**src/sv/dda_line_rasterizer_core_assert.svh**
```systemverilog
// Assertion macros for the line rasterizer.
// Unless ASSERT_OFF is defined, each use expands to one labeled concurrent assertion clocked on clk.
`ifndef DDA_LINE_RASTERIZER_CORE_ASSERT_SVH
`define DDA_LINE_RASTERIZER_CORE_ASSERT_SVH
`ifndef ASSERT_OFF
// Checked outside reset only.
`define DLR_ASSERT_RST(lbl, prop, msg) \
  lbl: assert property (@(posedge clk) disable iff (!rst_n) prop) else $error(msg);
// Checked at every edge, reset included.
`define DLR_ASSERT_ALWAYS(lbl, prop, msg) \
  lbl: assert property (@(posedge clk) prop) else $error(msg);
`else
`define DLR_ASSERT_RST(lbl, prop, msg)
`define DLR_ASSERT_ALWAYS(lbl, prop, msg)
`endif
`endif

```
**src/sv/dlr_pkg.sv**
```systemverilog
package dlr_pkg;

  // Number format
  localparam int COORD_INT_BITS  = 12;
  localparam int COORD_FRAC_BITS = 4;
  localparam int ACC_FRAC_BITS   = 16;

  // Item field widths
  localparam int COORD_W  = 16;
  localparam int COLOUR_W = 32;
  localparam int PIX_W    = 12;
  localparam int ADDR_W   = 24;
  localparam int EDGE_W   = 12;  // inclusive tile bounds
  localparam int BOUND_W  = 13;  // exclusive tile bounds and row width
  localparam int COUNT_W  = 13;

  // Derived datapath widths
  localparam int DIFF_W     = COORD_W + 1;
  localparam int MAG_W      = COORD_W;
  localparam int ACC_W      = COORD_INT_BITS + 1 + ACC_FRAC_BITS;
  localparam int STEP_W     = ACC_FRAC_BITS + 2;
  localparam int Q_W        = ACC_FRAC_BITS + 1;
  localparam int REM_W      = MAG_W + 1;
  localparam int DIV_CNT_W  = $clog2(Q_W);
  localparam int SCALE_SH   = ACC_FRAC_BITS - COORD_FRAC_BITS;
  localparam int PX_W       = ACC_W - ACC_FRAC_BITS + 1;
  localparam int PXE_W      = (PX_W > PIX_W) ? PX_W : PIX_W;
  localparam int CMP_W      = (PX_W > BOUND_W) ? PX_W : BOUND_W;
  localparam int MUL_W      = BOUND_W + CMP_W;
  localparam int CNT_RAW_W  = MAG_W - COORD_FRAC_BITS + 1;
  localparam int CNT_CMP_W  = (CNT_RAW_W > COUNT_W) ? CNT_RAW_W : COUNT_W;
  localparam int COUNT_MAX  = (2 ** COUNT_W) - 1;
  localparam int PIX_MIN    = -(2 ** (PIX_W - 1));
  localparam int PIX_MAX    = (2 ** (PIX_W - 1)) - 1;

  // Configuration port
  localparam int CFG_DW    = 32;
  localparam int CFG_AW    = 5;
  localparam int REG_IDX_W = CFG_AW - 2;

  localparam logic [REG_IDX_W-1:0] REG_TILE_LEFT   = REG_IDX_W'(0);
  localparam logic [REG_IDX_W-1:0] REG_TILE_RIGHT  = REG_IDX_W'(1);
  localparam logic [REG_IDX_W-1:0] REG_TILE_TOP    = REG_IDX_W'(2);
  localparam logic [REG_IDX_W-1:0] REG_TILE_BOTTOM = REG_IDX_W'(3);
  localparam logic [REG_IDX_W-1:0] REG_ROW_WIDTH   = REG_IDX_W'(4);

  localparam logic [BOUND_W-1:0] BOUND_RESET = BOUND_W'(4096);

  // Input actions
  localparam logic ACT_LOAD = 1'b0;
  localparam logic ACT_STEP = 1'b1;

  typedef enum logic [2:0] {
    ST_IDLE,
    ST_PREP,
    ST_DIV,
    ST_FIN,
    ST_ROUND,
    ST_ADDR
  } dlr_state_t;

  typedef struct packed {
    logic [EDGE_W-1:0]  tile_left;
    logic [BOUND_W-1:0] tile_right;
    logic [EDGE_W-1:0]  tile_top;
    logic [BOUND_W-1:0] tile_bottom;
    logic [BOUND_W-1:0] row_width;
  } dlr_cfg_t;

  typedef struct packed {
    logic load;   // capture a new line from the input item
    logic prep;   // form span, pixel count, divider operands
    logic div;    // one quotient bit per lane
    logic fin;    // commit increments, arm the line
    logic round;  // round accumulators, advance the line
    logic emit;   // write the result register
  } dlr_cmd_t;

  typedef struct packed {
    logic div_last;
    logic out_free;
    logic line_active;
    logic pixels_left_nz;
  } dlr_status_t;

endpackage

```
**src/sv/dlr_in_if.sv**
```systemverilog
interface dlr_in_if;
  logic                                 valid;
  logic                                 ready;
  logic                                 action;
  logic signed [dlr_pkg::COORD_W-1:0]   start_x;
  logic signed [dlr_pkg::COORD_W-1:0]   start_y;
  logic signed [dlr_pkg::COORD_W-1:0]   end_x;
  logic signed [dlr_pkg::COORD_W-1:0]   end_y;
  logic [dlr_pkg::COLOUR_W-1:0]         line_colour;

  modport source (
    output valid, action, start_x, start_y, end_x, end_y, line_colour,
    input  ready
  );
  modport sink (
    input  valid, action, start_x, start_y, end_x, end_y, line_colour,
    output ready
  );
endinterface

```
**src/sv/dlr_out_if.sv**
```systemverilog
interface dlr_out_if;
  logic                               valid;
  logic                               ready;
  logic                               pixel_valid;
  logic                               pixel_write;
  logic signed [dlr_pkg::PIX_W-1:0]   pixel_x;
  logic signed [dlr_pkg::PIX_W-1:0]   pixel_y;
  logic [dlr_pkg::ADDR_W-1:0]         pixel_address;
  logic [dlr_pkg::COLOUR_W-1:0]       pixel_colour;
  logic                               last_pixel;

  modport source (
    output valid, pixel_valid, pixel_write, pixel_x, pixel_y, pixel_address,
           pixel_colour, last_pixel,
    input  ready
  );
  modport sink (
    input  valid, pixel_valid, pixel_write, pixel_x, pixel_y, pixel_address,
           pixel_colour, last_pixel,
    output ready
  );
endinterface

```
**src/sv/dlr_regs.sv**
```systemverilog
module dlr_regs (
  input  logic                          clk,
  input  logic                          rst_n,
  input  logic                          psel,
  input  logic                          penable,
  input  logic                          pwrite,
  input  logic [dlr_pkg::CFG_AW-1:0]    paddr,
  input  logic [dlr_pkg::CFG_DW-1:0]    pwdata,
  output logic [dlr_pkg::CFG_DW-1:0]    prdata,
  output logic                          pready,
  output dlr_pkg::dlr_cfg_t             cfg
);

  dlr_pkg::dlr_cfg_t                 cfg_r;
  logic [dlr_pkg::REG_IDX_W-1:0]     idx;
  logic                              wr_en;

  assign idx    = paddr[dlr_pkg::CFG_AW-1:2];
  assign wr_en  = psel && penable && pwrite;
  assign pready = 1'b1;
  assign cfg    = cfg_r;

  always_ff @(posedge clk) begin
    if (!rst_n) begin
      cfg_r.tile_left   <= '0;
      cfg_r.tile_right  <= dlr_pkg::BOUND_RESET;
      cfg_r.tile_top    <= '0;
      cfg_r.tile_bottom <= dlr_pkg::BOUND_RESET;
      cfg_r.row_width   <= dlr_pkg::BOUND_RESET;
    end else if (wr_en) begin
      case (idx)
        dlr_pkg::REG_TILE_LEFT:   cfg_r.tile_left   <= pwdata[dlr_pkg::EDGE_W-1:0];
        dlr_pkg::REG_TILE_RIGHT:  cfg_r.tile_right  <= pwdata[dlr_pkg::BOUND_W-1:0];
        dlr_pkg::REG_TILE_TOP:    cfg_r.tile_top    <= pwdata[dlr_pkg::EDGE_W-1:0];
        dlr_pkg::REG_TILE_BOTTOM: cfg_r.tile_bottom <= pwdata[dlr_pkg::BOUND_W-1:0];
        dlr_pkg::REG_ROW_WIDTH:   cfg_r.row_width   <= pwdata[dlr_pkg::BOUND_W-1:0];
        default: ;
      endcase
    end
  end

  always_comb begin
    case (idx)
      dlr_pkg::REG_TILE_LEFT:   prdata = dlr_pkg::CFG_DW'(cfg_r.tile_left);
      dlr_pkg::REG_TILE_RIGHT:  prdata = dlr_pkg::CFG_DW'(cfg_r.tile_right);
      dlr_pkg::REG_TILE_TOP:    prdata = dlr_pkg::CFG_DW'(cfg_r.tile_top);
      dlr_pkg::REG_TILE_BOTTOM: prdata = dlr_pkg::CFG_DW'(cfg_r.tile_bottom);
      dlr_pkg::REG_ROW_WIDTH:   prdata = dlr_pkg::CFG_DW'(cfg_r.row_width);
      default:                  prdata = '0;
    endcase
  end

endmodule

```
**src/sv/dlr_ctrl.sv**
```systemverilog
module dlr_ctrl (
  input  logic                  clk,
  input  logic                  rst_n,
  input  logic                  in_valid,
  input  logic                  in_action,
  output logic                  in_ready,
  input  dlr_pkg::dlr_status_t  status,
  output dlr_pkg::dlr_cmd_t     cmd
);

  dlr_pkg::dlr_state_t state_r, state_nxt;

  always_ff @(posedge clk) begin
    if (!rst_n) begin
      state_r <= dlr_pkg::ST_IDLE;
    end else begin
      state_r <= state_nxt;
    end
  end

  always_comb begin
    state_nxt = state_r;
    case (state_r)
      dlr_pkg::ST_IDLE: begin
        if (in_valid) begin
          state_nxt = (in_action == dlr_pkg::ACT_LOAD) ? dlr_pkg::ST_PREP : dlr_pkg::ST_ROUND;
        end
      end
      dlr_pkg::ST_PREP:  state_nxt = dlr_pkg::ST_DIV;
      dlr_pkg::ST_DIV: begin
        if (status.div_last) begin
          state_nxt = dlr_pkg::ST_FIN;
        end
      end
      dlr_pkg::ST_FIN:   state_nxt = dlr_pkg::ST_IDLE;
      dlr_pkg::ST_ROUND: state_nxt = dlr_pkg::ST_ADDR;
      dlr_pkg::ST_ADDR: begin
        // hold until the result register is free
        if (status.out_free) begin
          state_nxt = dlr_pkg::ST_IDLE;
        end
      end
      default: state_nxt = dlr_pkg::ST_IDLE;
    endcase
  end

  always_comb begin
    in_ready = 1'b0;
    cmd      = '0;
    case (state_r)
      dlr_pkg::ST_IDLE: begin
        in_ready = 1'b1;
        cmd.load = in_valid && (in_action == dlr_pkg::ACT_LOAD);
      end
      dlr_pkg::ST_PREP:  cmd.prep  = 1'b1;
      dlr_pkg::ST_DIV:   cmd.div   = 1'b1;
      dlr_pkg::ST_FIN:   cmd.fin   = 1'b1;
      dlr_pkg::ST_ROUND: cmd.round = 1'b1;
      dlr_pkg::ST_ADDR:  cmd.emit  = status.out_free;
      default: ;
    endcase
  end

endmodule

```
**src/sv/dlr_datapath.sv**
```systemverilog
module dlr_datapath (
  input  logic                                  clk,
  input  logic                                  rst_n,
  input  dlr_pkg::dlr_cmd_t                     cmd,
  output dlr_pkg::dlr_status_t                  status,
  input  dlr_pkg::dlr_cfg_t                     cfg,
  input  logic signed [dlr_pkg::COORD_W-1:0]    start_x,
  input  logic signed [dlr_pkg::COORD_W-1:0]    start_y,
  input  logic signed [dlr_pkg::COORD_W-1:0]    end_x,
  input  logic signed [dlr_pkg::COORD_W-1:0]    end_y,
  input  logic [dlr_pkg::COLOUR_W-1:0]          line_colour,
  output logic                                  out_valid,
  input  logic                                  out_ready,
  output logic                                  pixel_valid,
  output logic                                  pixel_write,
  output logic signed [dlr_pkg::PIX_W-1:0]      pixel_x,
  output logic signed [dlr_pkg::PIX_W-1:0]      pixel_y,
  output logic [dlr_pkg::ADDR_W-1:0]            pixel_address,
  output logic [dlr_pkg::COLOUR_W-1:0]          pixel_colour,
  output logic                                  last_pixel
);

  localparam int ACC_W  = dlr_pkg::ACC_W;
  localparam int PX_W   = dlr_pkg::PX_W;
  localparam int MAG_W  = dlr_pkg::MAG_W;
  localparam int REM_W  = dlr_pkg::REM_W;
  localparam int Q_W    = dlr_pkg::Q_W;
  localparam int STEP_W = dlr_pkg::STEP_W;
  localparam int DIFF_W = dlr_pkg::DIFF_W;
  localparam int CMP_W  = dlr_pkg::CMP_W;
  localparam int PXE_W  = dlr_pkg::PXE_W;

  function automatic logic [ACC_W-1:0] acc_from_coord(input logic [dlr_pkg::COORD_W-1:0] c);
    logic [dlr_pkg::COORD_W+ACC_W-1:0] ext;
    ext = {{ACC_W{c[dlr_pkg::COORD_W-1]}}, c};
    ext = ext << dlr_pkg::SCALE_SH;
    return ext[ACC_W-1:0];
  endfunction

  // round half away from zero to whole pixels
  function automatic logic [PX_W-1:0] round_acc(input logic [ACC_W-1:0] a);
    logic [ACC_W:0]   ext;
    logic [ACC_W:0]   mag;
    logic [ACC_W:0]   sum;
    logic [PX_W-1:0]  r;
    ext = {a[ACC_W-1], a};
    mag = a[ACC_W-1] ? (~ext + 1'b1) : ext;
    sum = mag + ((ACC_W+1)'(1) << (dlr_pkg::ACC_FRAC_BITS - 1));
    r   = sum[ACC_W:dlr_pkg::ACC_FRAC_BITS];
    return a[ACC_W-1] ? (~r + 1'b1) : r;
  endfunction

  function automatic logic signed [PXE_W-1:0] clamp_pix(input logic signed [PX_W-1:0] p);
    logic signed [PXE_W-1:0] e;
    e = PXE_W'(p);
    if (e < dlr_pkg::PIX_MIN) begin
      e = PXE_W'(dlr_pkg::PIX_MIN);
    end else if (e > dlr_pkg::PIX_MAX) begin
      e = PXE_W'(dlr_pkg::PIX_MAX);
    end
    return e;
  endfunction

  // line state
  logic [ACC_W-1:0]                 x_accum_r, y_accum_r;
  logic signed [STEP_W-1:0]         x_step_r, y_step_r;
  logic [dlr_pkg::COUNT_W-1:0]      pixels_left_r;
  logic [dlr_pkg::COLOUR_W-1:0]     held_colour_r;
  logic                             line_active_r;

  // load and divide
  logic [DIFF_W-1:0]                dx_r, dy_r;
  logic                             neg_x_r, neg_y_r, zero_r;
  logic [MAG_W-1:0]                 div_d_r;
  logic [REM_W-1:0]                 rem_x_r, rem_y_r;
  logic [Q_W-1:0]                   q_x_r, q_y_r;
  logic [dlr_pkg::DIV_CNT_W-1:0]    div_cnt_r;

  // pixel stage
  logic signed [PX_W-1:0]           px_r, py_r;
  logic                             last_r, null_r;

  // result register
  logic                             out_valid_r;
  logic                             o_valid_r, o_write_r, o_last_r;
  logic signed [dlr_pkg::PIX_W-1:0] o_x_r, o_y_r;
  logic [dlr_pkg::ADDR_W-1:0]       o_addr_r;
  logic [dlr_pkg::COLOUR_W-1:0]     o_colour_r;

  // prep
  logic [DIFF_W-1:0]                ax_full, ay_full;
  logic [MAG_W-1:0]                 ax, ay, steps;
  logic [dlr_pkg::CNT_CMP_W-1:0]    cnt_ext;
  logic [dlr_pkg::COUNT_W-1:0]      count_sat;

  // divide
  logic                             ge_x, ge_y;
  logic [REM_W-1:0]                 diff_x, diff_y;
  logic [STEP_W-1:0]                mag_x, mag_y;

  // emit
  logic                             in_tile;
  logic [CMP_W-1:0]                 pxu, pyu;
  logic [dlr_pkg::MUL_W-1:0]        addr_sum;
  logic signed [PXE_W-1:0]          cx, cy;

  always_comb begin
    ax_full   = dx_r[DIFF_W-1] ? (~dx_r + 1'b1) : dx_r;
    ay_full   = dy_r[DIFF_W-1] ? (~dy_r + 1'b1) : dy_r;
    ax        = ax_full[MAG_W-1:0];
    ay        = ay_full[MAG_W-1:0];
    steps     = (ax > ay) ? ax : ay;
    cnt_ext   = dlr_pkg::CNT_CMP_W'(steps >> dlr_pkg::COORD_FRAC_BITS) + 1'b1;
    count_sat = (cnt_ext > dlr_pkg::CNT_CMP_W'(dlr_pkg::COUNT_MAX))
                ? dlr_pkg::COUNT_W'(dlr_pkg::COUNT_MAX) : cnt_ext[dlr_pkg::COUNT_W-1:0];
  end

  always_comb begin
    ge_x   = rem_x_r >= REM_W'(div_d_r);
    ge_y   = rem_y_r >= REM_W'(div_d_r);
    diff_x = ge_x ? (rem_x_r - REM_W'(div_d_r)) : rem_x_r;
    diff_y = ge_y ? (rem_y_r - REM_W'(div_d_r)) : rem_y_r;
    mag_x  = STEP_W'(q_x_r);
    mag_y  = STEP_W'(q_y_r);
  end

  always_comb begin
    pxu      = CMP_W'(px_r);
    pyu      = CMP_W'(py_r);
    in_tile  = !px_r[PX_W-1] && !py_r[PX_W-1] &&
               (pxu >= CMP_W'(cfg.tile_left)) && (pxu < CMP_W'(cfg.tile_right)) &&
               (pyu >= CMP_W'(cfg.tile_top))  && (pyu < CMP_W'(cfg.tile_bottom));
    addr_sum = cfg.row_width * pyu + dlr_pkg::MUL_W'(pxu);
    cx       = clamp_pix(px_r);
    cy       = clamp_pix(py_r);
  end

  // load capture, span and divider
  always_ff @(posedge clk) begin
    if (cmd.load) begin
      dx_r <= {end_x[dlr_pkg::COORD_W-1], end_x} - {start_x[dlr_pkg::COORD_W-1], start_x};
      dy_r <= {end_y[dlr_pkg::COORD_W-1], end_y} - {start_y[dlr_pkg::COORD_W-1], start_y};
    end
    if (cmd.prep) begin
      neg_x_r <= dx_r[DIFF_W-1];
      neg_y_r <= dy_r[DIFF_W-1];
      zero_r  <= (steps == '0);
      div_d_r <= steps;
      rem_x_r <= REM_W'(ax);
      rem_y_r <= REM_W'(ay);
      q_x_r   <= '0;
      q_y_r   <= '0;
    end else if (cmd.div) begin
      rem_x_r <= {diff_x[MAG_W-1:0], 1'b0};
      rem_y_r <= {diff_y[MAG_W-1:0], 1'b0};
      q_x_r   <= {q_x_r[Q_W-2:0], ge_x};
      q_y_r   <= {q_y_r[Q_W-2:0], ge_y};
    end
  end

  always_ff @(posedge clk) begin
    if (!rst_n) begin
      div_cnt_r <= '0;
    end else if (cmd.prep) begin
      div_cnt_r <= '0;
    end else if (cmd.div) begin
      div_cnt_r <= div_cnt_r + 1'b1;
    end
  end

  // line state
  always_ff @(posedge clk) begin
    if (!rst_n) begin
      x_accum_r     <= '0;
      y_accum_r     <= '0;
      x_step_r      <= '0;
      y_step_r      <= '0;
      pixels_left_r <= '0;
      held_colour_r <= '0;
      line_active_r <= 1'b0;
    end else begin
      if (cmd.load) begin
        x_accum_r     <= acc_from_coord(start_x);
        y_accum_r     <= acc_from_coord(start_y);
        held_colour_r <= line_colour;
      end
      if (cmd.prep) begin
        pixels_left_r <= count_sat;
      end
      if (cmd.fin) begin
        x_step_r      <= zero_r ? '0 : (neg_x_r ? -mag_x : mag_x);
        y_step_r      <= zero_r ? '0 : (neg_y_r ? -mag_y : mag_y);
        line_active_r <= 1'b1;
      end
      if (cmd.round) begin
        if (line_active_r && (pixels_left_r != '0)) begin
          x_accum_r     <= x_accum_r + ACC_W'(x_step_r);
          y_accum_r     <= y_accum_r + ACC_W'(y_step_r);
          pixels_left_r <= pixels_left_r - 1'b1;
          if (pixels_left_r == dlr_pkg::COUNT_W'(1)) begin
            line_active_r <= 1'b0;
          end
        end else begin
          line_active_r <= 1'b0;
        end
      end
    end
  end

  // pixel stage
  always_ff @(posedge clk) begin
    if (cmd.round) begin
      px_r   <= round_acc(x_accum_r);
      py_r   <= round_acc(y_accum_r);
      last_r <= (pixels_left_r == dlr_pkg::COUNT_W'(1));
      null_r <= !(line_active_r && (pixels_left_r != '0));
    end
  end

  // result register
  always_ff @(posedge clk) begin
    if (!rst_n) begin
      out_valid_r <= 1'b0;
    end else if (cmd.emit) begin
      out_valid_r <= 1'b1;
    end else if (out_ready) begin
      out_valid_r <= 1'b0;
    end
  end

  always_ff @(posedge clk) begin
    if (cmd.emit) begin
      if (null_r) begin
        o_valid_r  <= 1'b0;
        o_write_r  <= 1'b0;
        o_x_r      <= '0;
        o_y_r      <= '0;
        o_addr_r   <= '0;
        o_colour_r <= '0;
        o_last_r   <= 1'b0;
      end else begin
        o_valid_r  <= 1'b1;
        o_write_r  <= in_tile;
        o_x_r      <= cx[dlr_pkg::PIX_W-1:0];
        o_y_r      <= cy[dlr_pkg::PIX_W-1:0];
        o_addr_r   <= in_tile ? addr_sum[dlr_pkg::ADDR_W-1:0] : '0;
        o_colour_r <= held_colour_r;
        o_last_r   <= last_r;
      end
    end
  end

  assign status.div_last       = (div_cnt_r == dlr_pkg::DIV_CNT_W'(Q_W - 1));
  assign status.out_free       = !out_valid_r || out_ready;
  assign status.line_active    = line_active_r;
  assign status.pixels_left_nz = (pixels_left_r != '0);

  assign out_valid     = out_valid_r;
  assign pixel_valid   = o_valid_r;
  assign pixel_write   = o_write_r;
  assign pixel_x       = o_x_r;
  assign pixel_y       = o_y_r;
  assign pixel_address = o_addr_r;
  assign pixel_colour  = o_colour_r;
  assign last_pixel    = o_last_r;

endmodule

```
**src/sv/dda_line_rasterizer_core.sv**
```systemverilog
// DDA line rasterizer.
// in_chan takes items: action 0 loads a line (two signed 12.4 endpoints and
// a colour), action 1 steps to the next pixel. A load gives no result; every
// step gives exactly one result on out_chan, with pixel_valid 0 when no line
// is active. Tile bounds and row width sit in the cfg_ APB registers.
// Load: in_chan.ready stays low after the accepting edge while a restoring
// divider forms both increments, one quotient bit per cycle; the next item
// is taken once the divider has finished and the increments are committed.
// Step: in_chan.ready stays low while the pixel stage rounds the accumulators
// and the address stage does the tile test and address multiply.
// A finished result sits in an output register; the block takes the next item
// while it waits. If the receiver stalls, the result holds and a following
// step waits in the address stage until the register frees.
// Reset (rst_n low, synchronous) sets the tile to 0..4096 on both axes, row
// width 4096, drops any active line and any pending result.
`include "dda_line_rasterizer_core_assert.svh"

module dda_line_rasterizer_core (
  input  logic                          clk,
  input  logic                          rst_n,
  dlr_in_if.sink                        in_chan,
  dlr_out_if.source                     out_chan,
  input  logic                          cfg_psel,
  input  logic                          cfg_penable,
  input  logic                          cfg_pwrite,
  input  logic [dlr_pkg::CFG_AW-1:0]    cfg_paddr,
  input  logic [dlr_pkg::CFG_DW-1:0]    cfg_pwdata,
  output logic [dlr_pkg::CFG_DW-1:0]    cfg_prdata,
  output logic                          cfg_pready
);

  dlr_pkg::dlr_cfg_t    cfg;
  dlr_pkg::dlr_cmd_t    cmd;
  dlr_pkg::dlr_status_t status;

  dlr_regs u_regs (
    .clk     (clk),
    .rst_n   (rst_n),
    .psel    (cfg_psel),
    .penable (cfg_penable),
    .pwrite  (cfg_pwrite),
    .paddr   (cfg_paddr),
    .pwdata  (cfg_pwdata),
    .prdata  (cfg_prdata),
    .pready  (cfg_pready),
    .cfg     (cfg)
  );

  dlr_ctrl u_ctrl (
    .clk       (clk),
    .rst_n     (rst_n),
    .in_valid  (in_chan.valid),
    .in_action (in_chan.action),
    .in_ready  (in_chan.ready),
    .status    (status),
    .cmd       (cmd)
  );

  dlr_datapath u_dp (
    .clk           (clk),
    .rst_n         (rst_n),
    .cmd           (cmd),
    .status        (status),
    .cfg           (cfg),
    .start_x       (in_chan.start_x),
    .start_y       (in_chan.start_y),
    .end_x         (in_chan.end_x),
    .end_y         (in_chan.end_y),
    .line_colour   (in_chan.line_colour),
    .out_valid     (out_chan.valid),
    .out_ready     (out_chan.ready),
    .pixel_valid   (out_chan.pixel_valid),
    .pixel_write   (out_chan.pixel_write),
    .pixel_x       (out_chan.pixel_x),
    .pixel_y       (out_chan.pixel_y),
    .pixel_address (out_chan.pixel_address),
    .pixel_colour  (out_chan.pixel_colour),
    .last_pixel    (out_chan.last_pixel)
  );

  `DLR_ASSERT_RST(a_active_has_pixels, status.line_active |-> status.pixels_left_nz, "active line with no pixels left")
  `DLR_ASSERT_RST(a_result_from_emit, $rose(out_chan.valid) |-> $past(cmd.emit), "result raised without emit")
  `DLR_ASSERT_RST(a_load_no_result, (in_chan.valid && in_chan.ready && (in_chan.action == dlr_pkg::ACT_LOAD) && !out_chan.valid) |=> !out_chan.valid, "load item produced a result")
  `DLR_ASSERT_RST(a_busy_after_accept, (in_chan.valid && in_chan.ready) |=> !in_chan.ready, "item taken while busy")
  `DLR_ASSERT_ALWAYS(a_reset_clears_out, !rst_n |=> !out_chan.valid, "result pending after reset")

endmodule
```
**src/flat_wrapper.sv**
```systemverilog
// flat-port wrapper written by rule: the top's interface ports become plain ports
module dda_line_rasterizer_core_flat 
  (clk, rst_n, cfg_psel, cfg_penable, cfg_pwrite, cfg_paddr, cfg_pwdata, cfg_prdata, cfg_pready, in_chan_valid, in_chan_action, in_chan_start_x, in_chan_start_y, in_chan_end_x, in_chan_end_y, in_chan_line_colour, in_chan_ready, out_chan_valid, out_chan_pixel_valid, out_chan_pixel_write, out_chan_pixel_x, out_chan_pixel_y, out_chan_pixel_address, out_chan_pixel_colour, out_chan_last_pixel, out_chan_ready);
  dlr_in_if in_chan_i ();
  dlr_out_if out_chan_i ();
  input  logic clk;
  input  logic rst_n;
  input  logic cfg_psel;
  input  logic cfg_penable;
  input  logic cfg_pwrite;
  input  logic [dlr_pkg::CFG_AW-1:0] cfg_paddr;
  input  logic [dlr_pkg::CFG_DW-1:0] cfg_pwdata;
  output logic [dlr_pkg::CFG_DW-1:0] cfg_prdata;
  output logic cfg_pready;
  input wire logic [$bits(in_chan_i.valid)-1:0] in_chan_valid;
  input wire logic [$bits(in_chan_i.action)-1:0] in_chan_action;
  input wire logic [$bits(in_chan_i.start_x)-1:0] in_chan_start_x;
  input wire logic [$bits(in_chan_i.start_y)-1:0] in_chan_start_y;
  input wire logic [$bits(in_chan_i.end_x)-1:0] in_chan_end_x;
  input wire logic [$bits(in_chan_i.end_y)-1:0] in_chan_end_y;
  input wire logic [$bits(in_chan_i.line_colour)-1:0] in_chan_line_colour;
  output wire logic [$bits(in_chan_i.ready)-1:0] in_chan_ready;
  output wire logic [$bits(out_chan_i.valid)-1:0] out_chan_valid;
  output wire logic [$bits(out_chan_i.pixel_valid)-1:0] out_chan_pixel_valid;
  output wire logic [$bits(out_chan_i.pixel_write)-1:0] out_chan_pixel_write;
  output wire logic [$bits(out_chan_i.pixel_x)-1:0] out_chan_pixel_x;
  output wire logic [$bits(out_chan_i.pixel_y)-1:0] out_chan_pixel_y;
  output wire logic [$bits(out_chan_i.pixel_address)-1:0] out_chan_pixel_address;
  output wire logic [$bits(out_chan_i.pixel_colour)-1:0] out_chan_pixel_colour;
  output wire logic [$bits(out_chan_i.last_pixel)-1:0] out_chan_last_pixel;
  input wire logic [$bits(out_chan_i.ready)-1:0] out_chan_ready;
  assign in_chan_i.valid = in_chan_valid;
  assign in_chan_i.action = in_chan_action;
  assign in_chan_i.start_x = in_chan_start_x;
  assign in_chan_i.start_y = in_chan_start_y;
  assign in_chan_i.end_x = in_chan_end_x;
  assign in_chan_i.end_y = in_chan_end_y;
  assign in_chan_i.line_colour = in_chan_line_colour;
  assign in_chan_ready = in_chan_i.ready;
  assign out_chan_valid = out_chan_i.valid;
  assign out_chan_pixel_valid = out_chan_i.pixel_valid;
  assign out_chan_pixel_write = out_chan_i.pixel_write;
  assign out_chan_pixel_x = out_chan_i.pixel_x;
  assign out_chan_pixel_y = out_chan_i.pixel_y;
  assign out_chan_pixel_address = out_chan_i.pixel_address;
  assign out_chan_pixel_colour = out_chan_i.pixel_colour;
  assign out_chan_last_pixel = out_chan_i.last_pixel;
  assign out_chan_i.ready = out_chan_ready;
  dda_line_rasterizer_core u_core (.clk(clk), .rst_n(rst_n), .in_chan(in_chan_i), .out_chan(out_chan_i), .cfg_psel(cfg_psel), .cfg_penable(cfg_penable), .cfg_pwrite(cfg_pwrite), .cfg_paddr(cfg_paddr), .cfg_pwdata(cfg_pwdata), .cfg_prdata(cfg_prdata), .cfg_pready(cfg_pready));
endmodule
```
**config.mk**
```make
export PLATFORM = sky130hd
export DESIGN_NAME = dda_line_rasterizer_core_flat
export DESIGN_NICKNAME = d
export VERILOG_FILES = /design/src/sv/dlr_pkg.sv /design/src/sv/dlr_in_if.sv /design/src/sv/dlr_out_if.sv /design/src/sv/dlr_regs.sv /design/src/sv/dlr_ctrl.sv /design/src/sv/dlr_datapath.sv /design/src/sv/dda_line_rasterizer_core.sv /design/src/flat_wrapper.sv
export VERILOG_INCLUDE_DIRS = /design/src /design/src/sv
export SDC_FILE = /design/constraint.sdc
export NUM_CORES = 2
export LEC_CHECK = 0
export ABC_AREA = 1
export BUFFER_PORTS_ARGS = -buffer_cell sky130_fd_sc_hd__buf_4
export CELL_PAD_IN_SITES_DETAIL_PLACEMENT = 2
export CELL_PAD_IN_SITES_GLOBAL_PLACEMENT = 2
export CORE_ASPECT_RATIO = 2
export CORE_MARGIN = 2
export CORE_UTILIZATION = 39
export DETAILED_ROUTE_END_ITERATION = 8
export PLACE_DENSITY_LB_ADDON = 0.1
export SLEW_MARGIN = 20
export SYNTH_ARGS = -nofsm -noshare
export SYNTH_HDL_FRONTEND = slang
export SYNTH_SLANG_ARGS = --single-unit
export TNS_END_PERCENT = 100
```
**constraint.sdc**
```tcl
create_clock -name clk -period 11.6 [get_ports clk]
set_clock_uncertainty 0.05 [all_clocks]
set_input_delay 0.58 -clock clk [delete_from_list [all_inputs] [get_ports clk]]
set_output_delay 0.58 -clock clk [all_outputs]
set_load 0.005 [all_outputs]
```
# --- After elaboration in Yosys (flattened, before gate mapping) ---
# Index checks and enable logic that the tools add are counted.
word_totals:
  reg_bits: 446
  latch_bits: 0
  ram_bits: 0
  romBits: 0
  in_bits: 141
  out_inout_bits: 118
  wordCells: 177
  mem_count: 0
classes:
  addsub: 20
  multipliers: 1
  div: 0
  n_lt_le_gt_ge: 12
  n_eq_ne: 14
  n_shift: 0
  muxes: 51
  bitwise: 9
  n_reduce_logical: 30
op_table:
  columns: ["op", "n"]
  rows:
  - ["$mux 29", 6]
  - ["$mux 16", 9]
  - ["$mux 18", 4]
  - ["$pmux 13 s5", 1]
  - ["$add 30x1->30 const B", 2]
  - ["$add 30x16->30 const B", 2]
  - ["$mux 30", 2]
  - ["$not 30->30", 2]
  - ["$add 29x29->29", 2]
  - ["$mux 13", 4]
  - ["$mux 12", 4]
  - ["$neg 17->18", 2]
  - ["$ge 17x16->1", 2]
  - ["$sub 16x16->17", 2]
  - ["$add 16x1->16 const B", 2]
  - ["$not 16->16", 2]
  - ["$sub 16x16->16", 2]
  - ["$add 14x1->14 const B", 2]
  - ["$ge 14x12->1", 2]
  - ["$gt 14x12->1 const B", 2]
  - ["$lt 14x12->1 const B", 2]
  - ["$lt 14x13->1", 2]
  - ["$mux 14", 2]
  - ["$not 14->14", 2]
  - ["other kinds (28)", 73]

# --- Longest topological paths before layout ---
logic_depth:
  depth_word: 11
  mapped_depth: 35

# --- Hierarchy ---
# From an unflattened synthesis, not the netlist that was laid out.
unflattened:
  hier_cells: 4554
  hier_area_um2: 34695.8
by_module_without_submodules:
  columns: ["module", "instances", "cells_each", "area_each_um2"]
  rows:
  - ["dlr_datapath", 1, 3989, 30978.5]
  - ["dlr_regs", 1, 527, 3500.9]
  - ["dlr_ctrl", 1, 38, 216.5]

# --- Least setup slack after synthesis ---
# Ideal clock, no wire load.
synth_path:
  path_kind: "register to register"
  startpoint: "reg u_core.u_dp.py_r[5]"
  endpoint: "reg u_core.u_dp.o_addr_r (netlist bit u_core.u_dp.pixel_address[21]) (data pin)"
  t_arrival_ns: 5.768
  required_ns: 11.296
  path_slack_ns: 5.527
  stages_incl_launch_ff: 22
  path_buffers: 1
  period_less_slack_ns: 6.073
  cell_sequence: "edfxtp_1 clkbuf_1 nand2_1 fa_1 inv_1 fa_1 inv_1 fa_1 fa_1 fa_1 inv_1 fa_1 ha_1 a21oi_1 o21ai_1 a31oi_1 o21ai_1 a21boi_0 o21ai_1 a21boi_0 o21ai_0 o21a_1"
synth_between:
  elab_chain_cells: 5
  word_cells_on_any_way: 8
  classes_between: "add/sub: 1; mul: 1; order compare: 2; bitwise: 1; reduce/logical: 3"
synth_lines:
  columns: ["element", "line_no", "text"]
  rows:
  - ["start: declaration", "dlr_datapath.sv:80", "logic signed [PX_W-1:0] px_r, py_r;"]
  - ["start signal: assignment", "dlr_datapath.sv:214", "py_r <= round_acc(y_accum_r);"]
  - ["parallel branches: the longest is 5 deep, another holds $mul 13x14->24", null, null]
  - ["end signal: assignment", "dlr_datapath.sv:246", "o_addr_r <= in_tile ? addr_sum[dlr_pkg::ADDR_W-1:0] : '0;"]
  - ["end: declaration", "dlr_datapath.sv:87", "logic [dlr_pkg::ADDR_W-1:0] o_addr_r;"]
# Several ways; the timed one is not identified.
# A chain may end at the register's enable or synchronous reset.

# --- Worst setup path in the final report ---
layout_path:
  startpoint: "reg u_core.u_dp.py_r[4]"
  endpoint: "reg u_core.u_dp.o_addr_r (netlist bit u_core.u_dp.pixel_address[22]) (data pin)"
# The elaborated chain is that of the path after synthesis.

==> summary.md <==
| Metric | Value |
|---|---|
| Run status | `finished clean` |
| Critical-path maximum fanout | `16` |
| Syn_area_per_cell | `7.750 um^2` |
| CTS clk-pin slew, worst paths | `70 ps` |
| Routed WL | `130300 um` |
| Critical Path AT | `8170 ps` |
| Netlist cell types | `65` |
| Io pins | `259` |
| Most instantiated cells after synthesis | `792 x nand2_1, 761 x inv_1, 397 x a21oi_1` |
| Clk pwr share | `24.6%` |
| Hold_buf cts | `0` |
| Combinational Power Share | `43.4%` |
| Leading post-synthesis cells by cell area | `edfxtp_1 18%, dfxtp_1 15%, ha_1 10%` |
| Syn-to-layout area delta | `12.76%` |
| Reg-to-reg endpoint | `u_core.u_dp.pixel_address[22]` |
| Vias in the first global route | `35030` |
| Metal2 WL | `74770 um` |
| Fin. max-slew vios | `0` |
| Final setup margin | `3733 ps` |
| Post-layout nets | `5049` |
| Core Util, Final | `44.33%` |
| Sequential power share | `32.0%` |
| Initial Util | `39.32%` |
| HP Class | `in2reg` |
| Post-synth EDFFs | `198` |
| Final instance area | `0.03794 mm^2` |
| #FFs+latches synth | `446` |
| Worst Hold Path EP | `u_core.u_regs.cfg[25]` |
| Top-area cell type share of the netlist area | `17.67%` |
| Via count | `30630` |
| Worst-Margin Slew | `1084 ps` |
| Final Hold Fails | `0` |
| Top sig layer | `met5` |
| Number of fill cells | `9967` |
| H-tree Lvls | `2` |
| CTS buffer count | `46` |
| RSZ-0062 raised after global routing | `no` |
| Share of layout cells above drive strength 1 | `9.494%` |
| Residual DRC | `0` |
| Rows | `152` |
| Placement Cell Area | `0.03625 mm^2` |
| Clk root buf | `clkbuf_16` |
| Initial DRC Count | `1067` |
| Worst hold path cell count | `3` |
| Fmax | `127.1 MHz` |
| CTS tree | `yes` |
| Warnings, synthesis | `0` |
| Non-filler cells, final | `5608` |
| Initial antenna violation count | `2` |
| WP data required | `11900 ps` |
| Ys async rst share | `0%` |
| Reg2reg start | `u_core.u_dp.py_r[4]` |
| Post-cts repair resize count | `0` |
| Pint | `0.003934 W` |
| Slew HR | `27.22%` |
| Reg2reg setup slack | `3730 ps` |
| Startpoint Class | `register` |
| TritonRoute pass-1 iters | `5` |
| Post-synthesis cell area | `0.03365 mm^2` |
| Mapped Cells | `4342` |
| Ratio of final minimum period to clock period | `67.82%` |
| Met3 WL | `3219 um` |
| I/O Buffers | `217` |
| Synth area leader | `edfxtp_1` |
| First-pass GRT wire length | `199000 um` |
| Switch share | `43.51%` |
| Die W | `211.7 um` |
| R2R depth | `23` |
| Setup TNS | `0 ps` |
| Die Y | `419.4 um` |
| Hold wc startpoint | `cfg_pwdata[12]` |
| Inst Count DP | `5521` |
| Max IR drop VDD | `0.0001557 V` |
| Post-synthesis sequential area ratio | `32.42%` |
| Main flop type after synthesis | `dfxtp_1` |
| Met1 Wirelength | `40500 um` |
| Critical path class | `reg2reg` |
| Cell with the most instances after synthesis | `nand2_1` |
| Pin count of the biggest net entering global routing | `84` |
| Post-DR vias/cell | `5.462` |
| GP Congestion | `0.8765` |
| Clk Latency, worst-skew pair | `640 ps` |
| Fin crit period | `7867 ps` |
| GR Overflow Total | `0` |
| Postcts setup bufs | `0` |
| Final ANT Viol Nets | `0` |
| Power Density | `183.5 mW/mm^2` |
| Max clock buf depth | `3` |
| GR Util All Layers | `29.68%` |
| Leak Pwr | `17.64 nW` |
| Setup violators final | `0` |
| Setup WS pre-CTS | `3723 ps` |
| Sw power | `0.003030 W` |
| Die area | `0.08879 mm^2` |
| Clk sinks | `446` |
| Post-DP HPWL | `103700 um` |
| Core region area | `0.08558 mm^2` |
| Maxcap violations | `0` |
| DR WL/cell | `23.23 um` |
| Crit end category | `register` |
-- placed cells by master, fill, tap and decap left out, drive strengths merged, types with 2 or more instances in the layout --
| cell type | instances |
|---|---|
| nand2 | 826 |
| inv | 785 |
| a21oi | 398 |
| o21ai | 388 |
| nor2 | 296 |
| ha | 271 |
| buf | 249 |
| dfxtp | 248 |
| edfxtp | 198 |
| nand3 | 151 |
| fa | 146 |
| xor2 | 115 |
| xnor2 | 61 |
| clkbuf | 59 |
| o22ai | 44 |
| nor3 | 43 |
| nand4 | 43 |
| a31oi | 25 |
| o211ai | 20 |
| conb | 20 |
| o21bai | 14 |
| or2 | 14 |
| clkinv | 14 |
| a21o | 12 |
| o221ai | 12 |
| o21a | 11 |
| a221oi | 10 |
| nor4 | 8 |
| a21boi | 8 |
| bufinv | 8 |
| o31ai | 6 |
| nand3b | 6 |
| a311oi | 3 |
| and3 | 3 |
| a211oi | 2 |
| o2111ai | 2 |
| clkinvlp | 2 |
-- how the worst max path moves through the flow --
stage | start | to | slack, ps | cells after the start
global placement | u_core.u_dp.py_r[7] | u_core.u_dp.pixel_address[21] | 3910 | 20
finish | u_core.u_dp.py_r[4] | u_core.u_dp.pixel_address[22] | 3730 | 23
global route | u_core.u_dp.py_r[3] | u_core.u_dp.pixel_address[22] | 3350 | 23
detailed placement | u_core.u_dp.py_r[5] | u_core.u_dp.pixel_address[21] | 3720 | 20
floorplan | u_core.u_dp.py_r[5] | u_core.u_dp.pixel_address[21] | 5530 | 21
CTS | u_core.u_dp.py_r[5] | u_core.u_dp.pixel_address[21] | 3680 | 20
-- per-stage QoR --
step           hold slack [ps]  total power [W]
2_1_floorplan            380.3         0.004246
3_3_place_gp             390.2         0.005133
3_5_place_dp             402.9         0.005279
4_1_cts                  113.0         0.007043
5_1_grt                  136.7         0.007458
6_report                 152.2         0.006964
-- final cells by class --
class	instances	area [um^2]	share of cell area [%]
clock buffers	59	1282	3.380
clock inverters	27	409.1	1.078
flip-flops and latches	446	10910	28.76
diodes	1	2.502	0.006595
repair buffers	249	1869	4.927
multi-input cells	2966	19180	50.56
inverters	782	2938	7.743
well taps	1078	1349	3.555
-- sequential cells by signal (all words and copies together), names as in the netlist, 3 cells and up --
signal / cells
u_core.u_dp.div_d_r: 16
u_core.u_dp.pixel_colour: 32
u_core.u_dp.rem_x_r: 17
u_core.u_dp.q_x_r: 17
u_core.u_dp.q_y_r: 17
u_core.u_dp.held_colour_r: 32
u_core.u_dp.div_cnt_r: 5
u_core.u_dp.x_step_r: 18
u_core.u_dp.y_step_r: 18
u_core.u_ctrl.state_r: 3
u_core.u_dp.rem_y_r: 17
u_core.u_dp.pixel_x: 12
u_core.u_dp.px_r: 14
u_core.u_dp.y_accum_r: 29
u_core.u_dp.dx_r: 17
u_core.u_dp.dy_r: 17
u_core.u_dp.pixel_y: 12
u_core.u_dp.pixels_left_r: 13
u_core.u_dp.pixel_address: 24
u_core.u_dp.py_r: 14
u_core.u_regs.cfg: 63
u_core.u_dp.x_accum_r: 29
-- cells by family after synthesis --
| family | Yosys count | synth area share, % |
|---|---|---|
| AOI/OAI and AO/OA | 960 | 15.55 |
| and+or+nand+nor | 1393 | 17.70 |
| adders and majority gates | 417 | 18.76 |
| xor gates and xnor gates | 176 | 4.626 |
| buffers and inverters | 948 | 10.91 |
| DFF | 446 | 32.42 |
| other | 2 | 0.02232 |
-- routing by layer --
layer	global-route usage (%)	vias to the layer above
met3	2.967	321
met2	61.21	561
met5	0	-
met4	22.68	2
met1	25.10	15380
li1	-	14370
-- power groups by stage --
stage | Sequential [W] | Clock, W | Combinational, W
after detailed placement | 0.00226 | 0 | 0.00301
final | 0.00223 | 0.00171 | 0.00302
after floorplan | 0.00214 | 0 | 0.00211
after global routing | 0.00226 | 0.00181 | 0.00339
after CTS | 0.00223 | 0.00176 | 0.00305
after global placement | 0.00225 | 0 | 0.00288
-- worst max-delay path, stage by stage, from the launching register on --
cell and delay [ps]:
edfxtp_1 970, nand2_1 240, fa_1 610, inv_1 60, fa_1 540, inv_1 60
fa_1 510, inv_1 60, ha_1 280, inv_1 50, fa_1 530, inv_1 50
fa_1 470, ha_1 380, a21oi_1 150, o21ai_0 180, a21boi_0 570, o21ai_0 320
a21oi_1 460, o21ai_0 250, a21boi_0 340, o21ai_0 170, o21ai_0 210, a21oi_1 60
Power figures use the tool's default switching activity.
